## src/fixed_point_atan2_q13_macros.svh

```systemverilog
// Assertion macros shared by the fixed-point atan2 RTL.
// Depends on nothing; included by the modules that carry assertions.
`ifndef FIXED_POINT_ATAN2_Q13_MACROS_SVH
`define FIXED_POINT_ATAN2_Q13_MACROS_SVH

// The consequent must hold in the same cycle as the antecedent.
`define FPA_ASSERT_NOW(label, clk, rst_n, ante, cons, msg) \
    label: assert property (@(posedge clk) disable iff (!rst_n) (ante) |-> (cons)) \
        else $error(msg);

// The consequent must hold in the cycle after the antecedent.
`define FPA_ASSERT_NEXT(label, clk, rst_n, ante, cons, msg) \
    label: assert property (@(posedge clk) disable iff (!rst_n) (ante) |=> (cons)) \
        else $error(msg);

`endif

```

## src/fpa_pkg.sv

```systemverilog
// Types and constants of the fixed-point atan2 block.
// Depends on nothing; imported by every module of the block.
package fpa_pkg;

    typedef struct packed {
        logic signed [15:0] cos_in;
        logic signed [15:0] sin_in;
    } t_fpa_in;

    typedef struct packed {
        logic [15:0] angle_q13;
        logic        zero_vector;
    } t_fpa_out;

    typedef struct packed {
        logic busy;
        logic done;
    } t_div_stat;

    localparam int DIV_STEPS = 15;
    localparam int DIV_CW    = $clog2(DIV_STEPS);

    localparam logic [15:0]        SCALE_LIM  = 16'd128;
    localparam logic [14:0]        Q_FULL     = 15'd16384;
    localparam logic [15:0]        R_SAT      = 16'd32767;
    localparam logic signed [31:0] HALF_Q15   = 32'sh0000_8000;
    localparam logic signed [15:0] K_CUBE     = 16'sd6432;
    localparam logic signed [15:0] K_LIN      = 16'sd32168;
    localparam logic [15:0]        Q15_QPI    = 16'd25736;
    localparam logic [15:0]        Q13_PI     = 16'd25736;
    localparam logic [15:0]        Q13_TWO_PI = 16'd51472;
    localparam logic [15:0]        ZERO_ANGLE = 16'hFFFF;

endpackage

```

## src/fpa_div.sv

```systemverilog
// Restoring divider producing a 15-bit quotient, one bit per cycle.
// Depends on fpa_pkg and the assertion macro header.
`include "fixed_point_atan2_q13_macros.svh"

module fpa_div import fpa_pkg::*; (
    input  logic        i_clk,
    input  logic        i_rst_n,
    input  logic        i_start,
    input  logic [7:0]  i_num,
    input  logic [8:0]  i_den,
    output t_div_stat   o_stat,
    output logic [14:0] o_quot
);

    logic              r_busy;
    logic              r_done;
    logic [DIV_CW-1:0] r_cnt;
    logic [9:0]        r_rem;
    logic [8:0]        r_den;
    logic [14:0]       r_quot;
    logic [9:0]        w_trial;
    logic [9:0]        w_diff;
    logic              w_ge;

    assign w_trial = (r_cnt == '0) ? r_rem : {r_rem[8:0], 1'b0};
    assign w_ge    = w_trial >= {1'b0, r_den};
    assign w_diff  = w_trial - {1'b0, r_den};

    always_ff @(posedge i_clk) begin
        if (!i_rst_n) begin
            r_busy <= 1'b0;
            r_done <= 1'b0;
            r_cnt  <= '0;
        end else begin
            r_done <= 1'b0;
            if (i_start) begin
                r_busy <= 1'b1;
                r_cnt  <= '0;
            end else if (r_busy) begin
                if (r_cnt == DIV_CW'(DIV_STEPS - 1)) begin
                    r_busy <= 1'b0;
                    r_done <= 1'b1;
                end else begin
                    r_cnt <= r_cnt + 1'b1;
                end
            end
        end
    end

    always_ff @(posedge i_clk) begin
        if (i_start) begin
            r_rem <= {2'b00, i_num};
            r_den <= i_den;
        end else if (r_busy) begin
            r_rem  <= w_ge ? w_diff : w_trial;
            r_quot <= {r_quot[13:0], w_ge};
        end
    end

    assign o_stat.busy = r_busy;
    assign o_stat.done = r_done;
    assign o_quot      = r_quot;

    `FPA_ASSERT_NEXT(a_div_start_busy, i_clk, i_rst_n, i_start, r_busy, "divider did not start")
    `FPA_ASSERT_NOW(a_div_done_idle, i_clk, i_rst_n, r_done, !r_busy, "done while still busy")
    `FPA_ASSERT_NOW(a_div_quot_range, i_clk, i_rst_n, r_done, r_quot <= Q_FULL, "quotient above one")

endmodule

```

## src/fpa_mulrnd.sv

```systemverilog
// Shared signed 16x16 multiplier with Q15 rounding and a registered result.
// Depends on fpa_pkg.
module fpa_mulrnd import fpa_pkg::*; (
    input  logic               i_clk,
    input  logic               i_en,
    input  logic signed [15:0] i_a,
    input  logic signed [15:0] i_b,
    output logic signed [15:0] o_p
);

    logic signed [31:0] w_prod;
    logic signed [31:0] w_sum;
    logic signed [15:0] r_p;

    assign w_prod = i_a * i_b;
    assign w_sum  = w_prod + HALF_Q15;

    always_ff @(posedge i_clk) begin
        if (i_en) begin
            r_p <= w_sum[30:15];
        end
    end

    assign o_p = r_p;

endmodule

```

## src/fixed_point_atan2_q13.sv

```systemverilog
// Top level of the fixed-point four-quadrant atan2 block.
// Depends on fpa_pkg, fpa_div, fpa_mulrnd and the assertion macro header.
//
// A request is taken when start is high and busy is low; the angle comes back
// on o_res for one cycle with o_done high, and must be taken in that cycle.
// A zero vector answers in the cycle after the request. Any other request
// answers once the magnitudes are halved one step per cycle (up to eight
// steps), a restoring divider forms the ratio, and one shared multiplier
// forms the four polynomial products.
// A new request may be taken in the cycle that o_done is high.
`include "fixed_point_atan2_q13_macros.svh"

module fixed_point_atan2_q13 import fpa_pkg::*; (
    input  logic     i_clk,
    input  logic     i_rst_n,
    input  logic     start,
    input  t_fpa_in  i_req,
    output logic     busy,
    output logic     o_done,
    output t_fpa_out o_res
);

    typedef enum logic [2:0] {
        S_IDLE,
        S_SCALE,
        S_DIV,
        S_DIV_WAIT,
        S_MUL,
        S_SUM,
        S_FIX
    } t_state;

    t_state             r_state;
    logic [15:0]        r_ac;
    logic [15:0]        r_as;
    logic               r_cos_neg;
    logic               r_sin_neg;
    logic               r_neg_r;
    logic signed [15:0] r_r;
    logic [1:0]         r_step;
    logic signed [15:0] r_t1;
    logic [15:0]        r_ang;
    logic               r_done;
    t_fpa_out           r_res;

    logic [15:0]        w_ac_in;
    logic [15:0]        w_as_in;
    logic               w_take;
    logic               w_div_start;
    logic [7:0]         w_div_num;
    logic [8:0]         w_div_den;
    t_div_stat          w_div_stat;
    logic [14:0]        w_quot;
    logic [15:0]        w_rmag;
    logic               w_mul_en;
    logic signed [15:0] w_mul_a;
    logic signed [15:0] w_mul_b;
    logic signed [15:0] w_mul_p;
    logic [15:0]        w_poly;
    logic [16:0]        w_round;
    logic [15:0]        w_fix_c;
    logic [15:0]        w_fix_s;

    assign w_ac_in = i_req.cos_in[15] ? (16'd0 - $unsigned(i_req.cos_in))
                                      : $unsigned(i_req.cos_in);
    assign w_as_in = i_req.sin_in[15] ? (16'd0 - $unsigned(i_req.sin_in))
                                      : $unsigned(i_req.sin_in);
    assign w_take  = start && (r_state == S_IDLE);

    assign w_div_start = (r_state == S_DIV);
    assign w_div_num   = r_neg_r ? (r_as[7:0] - r_ac[7:0]) : (r_ac[7:0] - r_as[7:0]);
    assign w_div_den   = {1'b0, r_ac[7:0]} + {1'b0, r_as[7:0]};

    fpa_div u_div (
        .i_clk   (i_clk),
        .i_rst_n (i_rst_n),
        .i_start (w_div_start),
        .i_num   (w_div_num),
        .i_den   (w_div_den),
        .o_stat  (w_div_stat),
        .o_quot  (w_quot)
    );

    assign w_rmag = (w_quot == Q_FULL) ? R_SAT : {w_quot, 1'b0};

    always_comb begin
        case (r_step)
            2'd0: begin
                w_mul_a = r_r;
                w_mul_b = r_r;
            end
            2'd1: begin
                w_mul_a = w_mul_p;
                w_mul_b = r_r;
            end
            2'd2: begin
                w_mul_a = K_CUBE;
                w_mul_b = w_mul_p;
            end
            default: begin
                w_mul_a = K_LIN;
                w_mul_b = r_r;
            end
        endcase
    end

    assign w_mul_en = (r_state == S_MUL);

    fpa_mulrnd u_mul (
        .i_clk (i_clk),
        .i_en  (w_mul_en),
        .i_a   (w_mul_a),
        .i_b   (w_mul_b),
        .o_p   (w_mul_p)
    );

    assign w_poly  = $unsigned(r_t1) - $unsigned(w_mul_p) + Q15_QPI;
    assign w_round = {1'b0, w_poly} + 17'd2;
    assign w_fix_c = r_cos_neg ? (Q13_PI - r_ang) : r_ang;
    assign w_fix_s = r_sin_neg ? (Q13_TWO_PI - w_fix_c) : w_fix_c;

    always_ff @(posedge i_clk) begin
        if (!i_rst_n) begin
            r_state <= S_IDLE;
            r_done  <= 1'b0;
        end else begin
            r_done <= 1'b0;
            unique case (r_state)
                S_IDLE: begin
                    if (w_take) begin
                        r_ac      <= w_ac_in;
                        r_as      <= w_as_in;
                        r_cos_neg <= i_req.cos_in[15];
                        r_sin_neg <= i_req.sin_in[15];
                        if ((w_ac_in == 16'd0) && (w_as_in == 16'd0)) begin
                            r_res.angle_q13   <= ZERO_ANGLE;
                            r_res.zero_vector <= 1'b1;
                            r_done            <= 1'b1;
                        end else begin
                            r_state <= S_SCALE;
                        end
                    end
                end
                S_SCALE: begin
                    if ((r_ac > SCALE_LIM) || (r_as > SCALE_LIM)) begin
                        r_ac <= {1'b0, r_ac[15:1]};
                        r_as <= {1'b0, r_as[15:1]};
                    end else begin
                        r_neg_r <= r_as > r_ac;
                        r_state <= S_DIV;
                    end
                end
                S_DIV: begin
                    r_state <= S_DIV_WAIT;
                end
                S_DIV_WAIT: begin
                    if (w_div_stat.done) begin
                        r_r     <= r_neg_r ? -$signed(w_rmag) : $signed(w_rmag);
                        r_step  <= 2'd0;
                        r_state <= S_MUL;
                    end
                end
                S_MUL: begin
                    if (r_step == 2'd3) begin
                        r_t1    <= w_mul_p;
                        r_state <= S_SUM;
                    end else begin
                        r_step <= r_step + 2'd1;
                    end
                end
                S_SUM: begin
                    r_ang   <= {1'b0, w_round[16:2]};
                    r_state <= S_FIX;
                end
                S_FIX: begin
                    r_res.angle_q13   <= w_fix_s;
                    r_res.zero_vector <= 1'b0;
                    r_done            <= 1'b1;
                    r_state           <= S_IDLE;
                end
                default: begin
                    r_state <= S_IDLE;
                end
            endcase
        end
    end

    assign busy   = (r_state != S_IDLE);
    assign o_done = r_done;
    assign o_res  = r_res;

    `FPA_ASSERT_NOW(a_done_idle, i_clk, i_rst_n, o_done, !busy, "result shown while busy")
    `FPA_ASSERT_NEXT(a_zero_answer, i_clk, i_rst_n,
        w_take && (i_req.cos_in == 16'sd0) && (i_req.sin_in == 16'sd0),
        o_done && o_res.zero_vector, "zero vector not answered")
    `FPA_ASSERT_NEXT(a_take_busy, i_clk, i_rst_n,
        w_take && ((i_req.cos_in != 16'sd0) || (i_req.sin_in != 16'sd0)),
        busy, "request not started")
    `FPA_ASSERT_NOW(a_done_src, i_clk, i_rst_n, o_done && !o_res.zero_vector,
        $past(r_state == S_FIX), "angle strobe without finishing")
    `FPA_ASSERT_NOW(a_div_only_wait, i_clk, i_rst_n, w_div_stat.busy,
        r_state == S_DIV_WAIT, "divider running outside its wait state")

endmodule

```

## config.mk

```make
export PLATFORM = sky130hd
export DESIGN_NAME = fixed_point_atan2_q13
export DESIGN_NICKNAME = d
export VERILOG_FILES = /design/src/fpa_pkg.sv /design/src/fpa_div.sv /design/src/fpa_mulrnd.sv /design/src/fixed_point_atan2_q13.sv
export VERILOG_INCLUDE_DIRS = /design/src /design/src/src
export SDC_FILE = /design/constraint.sdc
export NUM_CORES = 1
export LEC_CHECK = 0
export BUFFER_PORTS_ARGS = -buffer_cell sky130_fd_sc_hd__buf_2
export CAP_MARGIN = 10
export CORE_ASPECT_RATIO = 1.4
export CORE_MARGIN = 1.5
export CORE_UTILIZATION = 65
export DETAILED_ROUTE_END_ITERATION = 8
export HOLD_SLACK_MARGIN = 0.06
export PLACE_DENSITY_LB_ADDON = 0.2
export SYNTH_ARGS = -nofsm -noshare
export SYNTH_HDL_FRONTEND = slang
export SYNTH_SLANG_ARGS = --single-unit
```

## constraint.sdc

```tcl
create_clock -name i_clk -period 18.45 [get_ports i_clk]
set_clock_uncertainty 0.05 [all_clocks]
set_input_delay 4.6125 -clock i_clk [delete_from_list [all_inputs] [get_ports i_clk]]
set_output_delay 4.6125 -clock i_clk [all_outputs]
set_load 0.005 [all_outputs]
```

# After elaboration in Yosys (flattened, before gate mapping)
# Index checks and enable logic that the tools add are counted.
# word_totals
regBits	161
inputBits	35
output_inout_bits	19
# op_classes
n_addsub	15
n_mul	1
order_cmp	4
eq_ne	19
muxes	38
bitwise_logic	5
n_reduce_logical	26
# op_table
op	count
two-way mux 16 bit	11
one-hot mux 16 bit (2 select lines)	2
one-hot mux 16 bit (3 select lines)	1
two-way mux 17 bit	2
one-hot mux 17 bit (2 select lines)	1
> comparator 16 x 8 -> 1 bit, second input constant	2
logical NOT 16 bit	2
subtractor 1 x 16 -> 16 bit, first input constant	2
adder 31 x 17 -> 31 bit, second input constant	1
multiplier 16 x 16 -> 31 bit	1
two-way mux 8 bit	3
two-way mux 10 bit	2
one-hot mux 3 bit (6 select lines)	1
adder 16 x 2 -> 17 bit, second input constant	1
adder 16 x 15 -> 16 bit, second input constant	1
> comparator 16 bit	1
negator 16 bit	1
subtractor 15 x 15 -> 16 bit, first input constant	1
subtractor 16 bit	1
subtractor 16 bit, first input constant	1
subtractor 8 bit	2
== test 15 bit, second input constant	1
two-way mux 3 bit	5
inequality test 2 bit, second input constant	6
other kinds (30)	56

# Logic depth before layout (Yosys ltp)
# depth
depth_word	7
mapped_depth	29
mapped_depth_nobuf	27

# Hierarchy
# A second synthesis with hierarchy kept.
# hier_totals
cells_unflattened	2180
hier_area_um2	20634.8
# by_module_without_submodules
mod	n_inst	cells_each	area_each_um2	seq_area_each_um2
fpa_mulrnd	1	1044	9863.2	480.5
fixed_point_atan2_q13	1	947	8592.0	3113.0
fpa_div	1	189	2179.6	1121.1

# Least setup slack after synthesis
# OpenSTA, ideal clock, no wires.
# synth_timing
kind	register -> register
start	register r_step[0]
end	register u_mul.r_p[15] (netlist: u_mul.o_p[15]), data pin
setup_time_ns	0.260
arrival_ns	7.561
required_ns	18.140
path_slack_ns	10.579
stages_incl_launch_ff	26
n_path_buf	3
path_cell_list	edfxtp_1 > inv_1 > ha_1 > clkbuf_1 > clkbuf_1 > buf_1 > mux2i_1 > nor2_1 > fa_1 > inv_1 > fa_1 > inv_1 > fa_1 > fa_1 > fa_1 > inv_1 > fa_1 > inv_1 > ha_1 > o21a_1 > nor2_1 > o31ai_1 > a2111oi_0 > o31ai_1 > a21oi_1 > xnor2_1
# synth_via
elab_chain_len	4
elab_cells_between_ends	7
# synth_lines
item	line	source
start: declaration	fixed_point_atan2_q13.sv:40	logic [1:0] r_step;
start signal: assignment	fixed_point_atan2_q13.sv:168	r_step <= r_step + 2'd1;
== test 2 bit, or another cell as far along	fixed_point_atan2_q13.sv:87	case (r_step)
one-hot mux 16 bit (3 select lines) / two-way mux 16 bit (equally long branches)	fixed_point_atan2_q13.sv:87	
multiplier 16 x 16 -> 31 bit *	fpa_mulrnd.sv:15	assign w_prod = i_a * i_b;
adder 31 x 17 -> 31 bit *	fpa_mulrnd.sv:16	assign w_sum = w_prod + HALF_Q15;
net u_mul.w_sum[30]	fpa_mulrnd.sv:12	logic signed [31:0] w_sum;
end signal: assignment	fpa_mulrnd.sv:20	r_p <= w_sum[30:15];
end: declaration	fpa_mulrnd.sv:13	logic signed [15:0] r_p;
# The timed path passes the listed nets; every way through them passes the cells marked *.
# A chain may end at the register's enable or synchronous reset.

# Final worst setup path
# Ends and elaborated chain as after synthesis.

==> flow_summary.yaml <==
run_status:
  status: "complete, but fails checks"
  violations: "design-rule violations"
routing:
  vias: 15740
  drt_first_pass_iters: 8
  ant_nets: 0
  drc: 2
  wire_per_inst_um: 19.18
  finalWirelength_um: 50550
  vias_per_cell: 5.973
  first_iter_violations: 1048
cts:
  clk_pin_slew_ps: 80
  htreeDepth: 4
  clockRootBuffer: "clkbuf_16"
  cts_setup_buffers: 0
  clk_latency_ps: 440
  numCtsBuffers: 17
  ctsHoldBuffers: 0
  cts.path.max_buffers: 2
  cts_tree: "done"
  cts.sinks: 161
  cts_resized: 0
sta:
  timing.final.ws_setup_ps: 9781
  setup_viol: 0
  rsz0062_at_grt: "no"
  fin_crit_ps: 8669
  worst_pin_slew_ps: 1352
  relSlewSlack_pct: 9.877
  fmax_mhz: 115.4
  min_period_over_period_pct: 46.99
  hold_viol: 0
  finalMaxSlewViolations: 0
  finalSetupTns_ps: 0
finish:
  fin_cells: 2635
  layout.nets: 2686
  layout-drive-gt1-share_pct: 6.592
  fin_util_pct: 70.46
  area_growth_pct: 6.154
  diodes: 0
place:
  dpl.hpwl_um: 40990
  dp.cells: 2602
  dpl_worst_slack_ps: 9887
  place.port_buffers: 53
  place_congestion: 0.9584
floorplan:
  start_util_pct: 66.38
  fp.dieH_um: 213.2
  rows: 76
  fp.dieW_um: 153.1
  coreArea_sq_mm: 0.03090
  io_pins: 54
  die_area_sq_mm: 0.03265
min_path:
  worstHoldStart: "u_div.r_rem[8]"
  hold-path-endpoint: "u_div.r_rem[8]"
  hp-class: "reg2reg"
  hold_depth: 2
logic_synthesis:
  synthCells: 2211
  syn_area_per_cell_sq_um: 9.278
  synth_area_sq_mm: 0.02051
  synth.area.top_cells: "fa_1 (25%), edfxtp_1 (22%), ha_1 (9.7%)"
  synth_edf_count: 149
  synthArstFlopShare_pct: 0
  synth_most_common_cell: "inv_1"
  ys.flop_type: "edfxtp_1"
  ys_seq_elements: 161
  ys_types: 76
  ys_seq_area_share_pct: 22.98
  synth_fp_nets: 2665
  yosys-top-cells-count: "inv_1 (430), fa_1 (260), nor2_1 (206)"
  ys_warn_count: 0
  synth_top_area_share_pct: 25.37
  synth_area_leader_cell: "fa_1"
setup_path:
  critical_path_class: "reg2reg"
  cp_max_fo: 27
  cp-startpoint: "r_step[0]"
  critPathRequiredTime_ps: 18570
  reg2reg_slack_ps: 9780
  cp-start-kind: "register"
  end_kind: "register"
  crit-reg2reg-launch: "r_step[0]"
  ff2ff_path_depth: 23
  crit_arrival_ps: 8780
  rr_endpoint: "u_mul.o_p[15]"
power_and_ir_drop:
  pwr_density_cell_mw_per_mm2: 62.61
  p_leak_nw: 9.792
  p_switching_w: 0.0004938
  pwr-share-seq_pct: 38.6
  internal_power_w: 0.0008696
  switching_share_pct: 36.22
  pwr-share-comb_pct: 34.5
  totalPowerFinal_w: 0.001363
  power.share.clock_pct: 26.8
  peakVddDrop_v: 0.00008500
global_route:
  grt.overflow.total: 0
  grt_pass1_wl_um: 82950
  grt_max_degree: 42
  antenna_found_initial: 0
  first_global_vias: 16570
  grt_usage_pct: 32.88
run:
  maxCapViolations: 0
## cell type report
cell class / count / area [sq um]
clock buffers: 20 / 489.2
clock inverters: 12 / 130.1
fillers: 2350 / 9129
inverters: 434 / 1629
multi-input cells: 1542 / 13890
flip-flops and latches: 161 / 4715
well taps: 390 / 488.0
repair buffers: 76 / 437.9
## stage by stage
stage | hold slack (ps) | area (sq um)
after CTS | 439.6 | 21770
after global routing | 473.2 | 21780
final | 442.9 | 21780
after global placement | 417.9 | 21150
after floorplan | 400.6 | 20510
after detailed placement | 429.5 | 21150
## power by group through the flow
stage	Combinational (W)	Sequential (W)	Clock [W]
CTS	0.000467	0.000526	0.000368
global route	0.000527	0.000533	0.000384
finish	0.000471	0.000527	0.000366
global placement	0.000445	0.000531	0
floorplan	0.000362	0.000514	0
detailed placement	0.000462	0.000533	0
## worst max-delay path by stage
stage | end | slack [ps] | cells past startpoint
6_report | u_mul.o_p[15] | 9780 | 23
5_1_grt | u_mul.o_p[15] | 9260 | 23
4_1_cts | u_mul.o_p[15] | 9850 | 23
3_5_place_dp | u_mul.o_p[15] | 9890 | 23
3_3_place_gp | u_mul.o_p[15] | 10090 | 23
2_1_floorplan | u_mul.o_p[15] | 10580 | 25
## state kept, by name, indices dropped and copies added (netlist names)
name / flops
u_div.r_cnt: 4
u_div.r_den: 9
u_div.r_done: 1
r_ac: 16
r_sin_neg: 1
r_state: 3
r_cos_neg: 1
r_r: 16
u_div.o_quot: 15
r_as: 16
o_res: 17
u_div.r_busy: 1
u_div.r_rem: 10
r_ang: 15
r_neg_r: 1
r_step: 2
o_done: 1
u_mul.o_p: 16
r_t1: 16
## worst max-delay path, stage by stage, from the launching register on
cell and delay (ps):
edfxtp_1 420, inv_1 90, ha_1 510, a221oi_1 1220
nor2_1 190, fa_1 580, inv_1 50, fa_1 520
fa_1 530, inv_1 60, fa_1 510, fa_1 490
inv_1 50, fa_1 480, inv_1 50, ha_1 310
a2111oi_0 480, o221ai_1 260, nor3_1 230, a22oi_1 230
a2111oi_0 590, o31ai_1 190, a21oi_1 210, xnor2_1 100
## cell usage in the layout (no fill, tap or decap), types with 14 or more instances in the layout
master and n:
nand2b_1 19, o31ai_1 14, nor4_1 18, clkbuf_16 19, mux2i_1 28, nor2_1 204
a21oi_1 98, or3_1 14, nand2_1 192, buf_4 23, nor3_1 44, mux2_2 15
nor2b_1 22, a221o_1 16, a21o_1 17, o21ai_0 35, edfxtp_1 149, buf_2 53
fa_1 260, o21ai_1 28, xnor2_1 78, xor2_1 53, inv_1 430, ha_1 159
nand3_1 28
## cell families (layout without fill, tap and decap cells)
kind of cell    Yosys count  in the layout  synth area share [%]
simple gates            617            617                 13.96
buf+inv                 508            542                 9.344
fa+ha+maj               419            419                 35.07
compound gates          326            326                 10.53
flops                   161            161                 22.98
xor+xnor                131            131                 5.593
mux                      49             49                 2.519
## per-layer routing
| layer | global-route usage, % | up-vias | share of wire, % |
|---|---|---|---|
| li1 | - | 7282 | - |
| met1 | 35.36 | 7716 | 35 |
| met2 | 61.14 | 575 | 53 |
| met3 | 5.379 | 167 | 5.9 |
| met4 | 18.80 | 0 | 5.7 |
| met5 | 0 | - | 0 |
No activity file was read; power rests on OpenSTA's default activity.
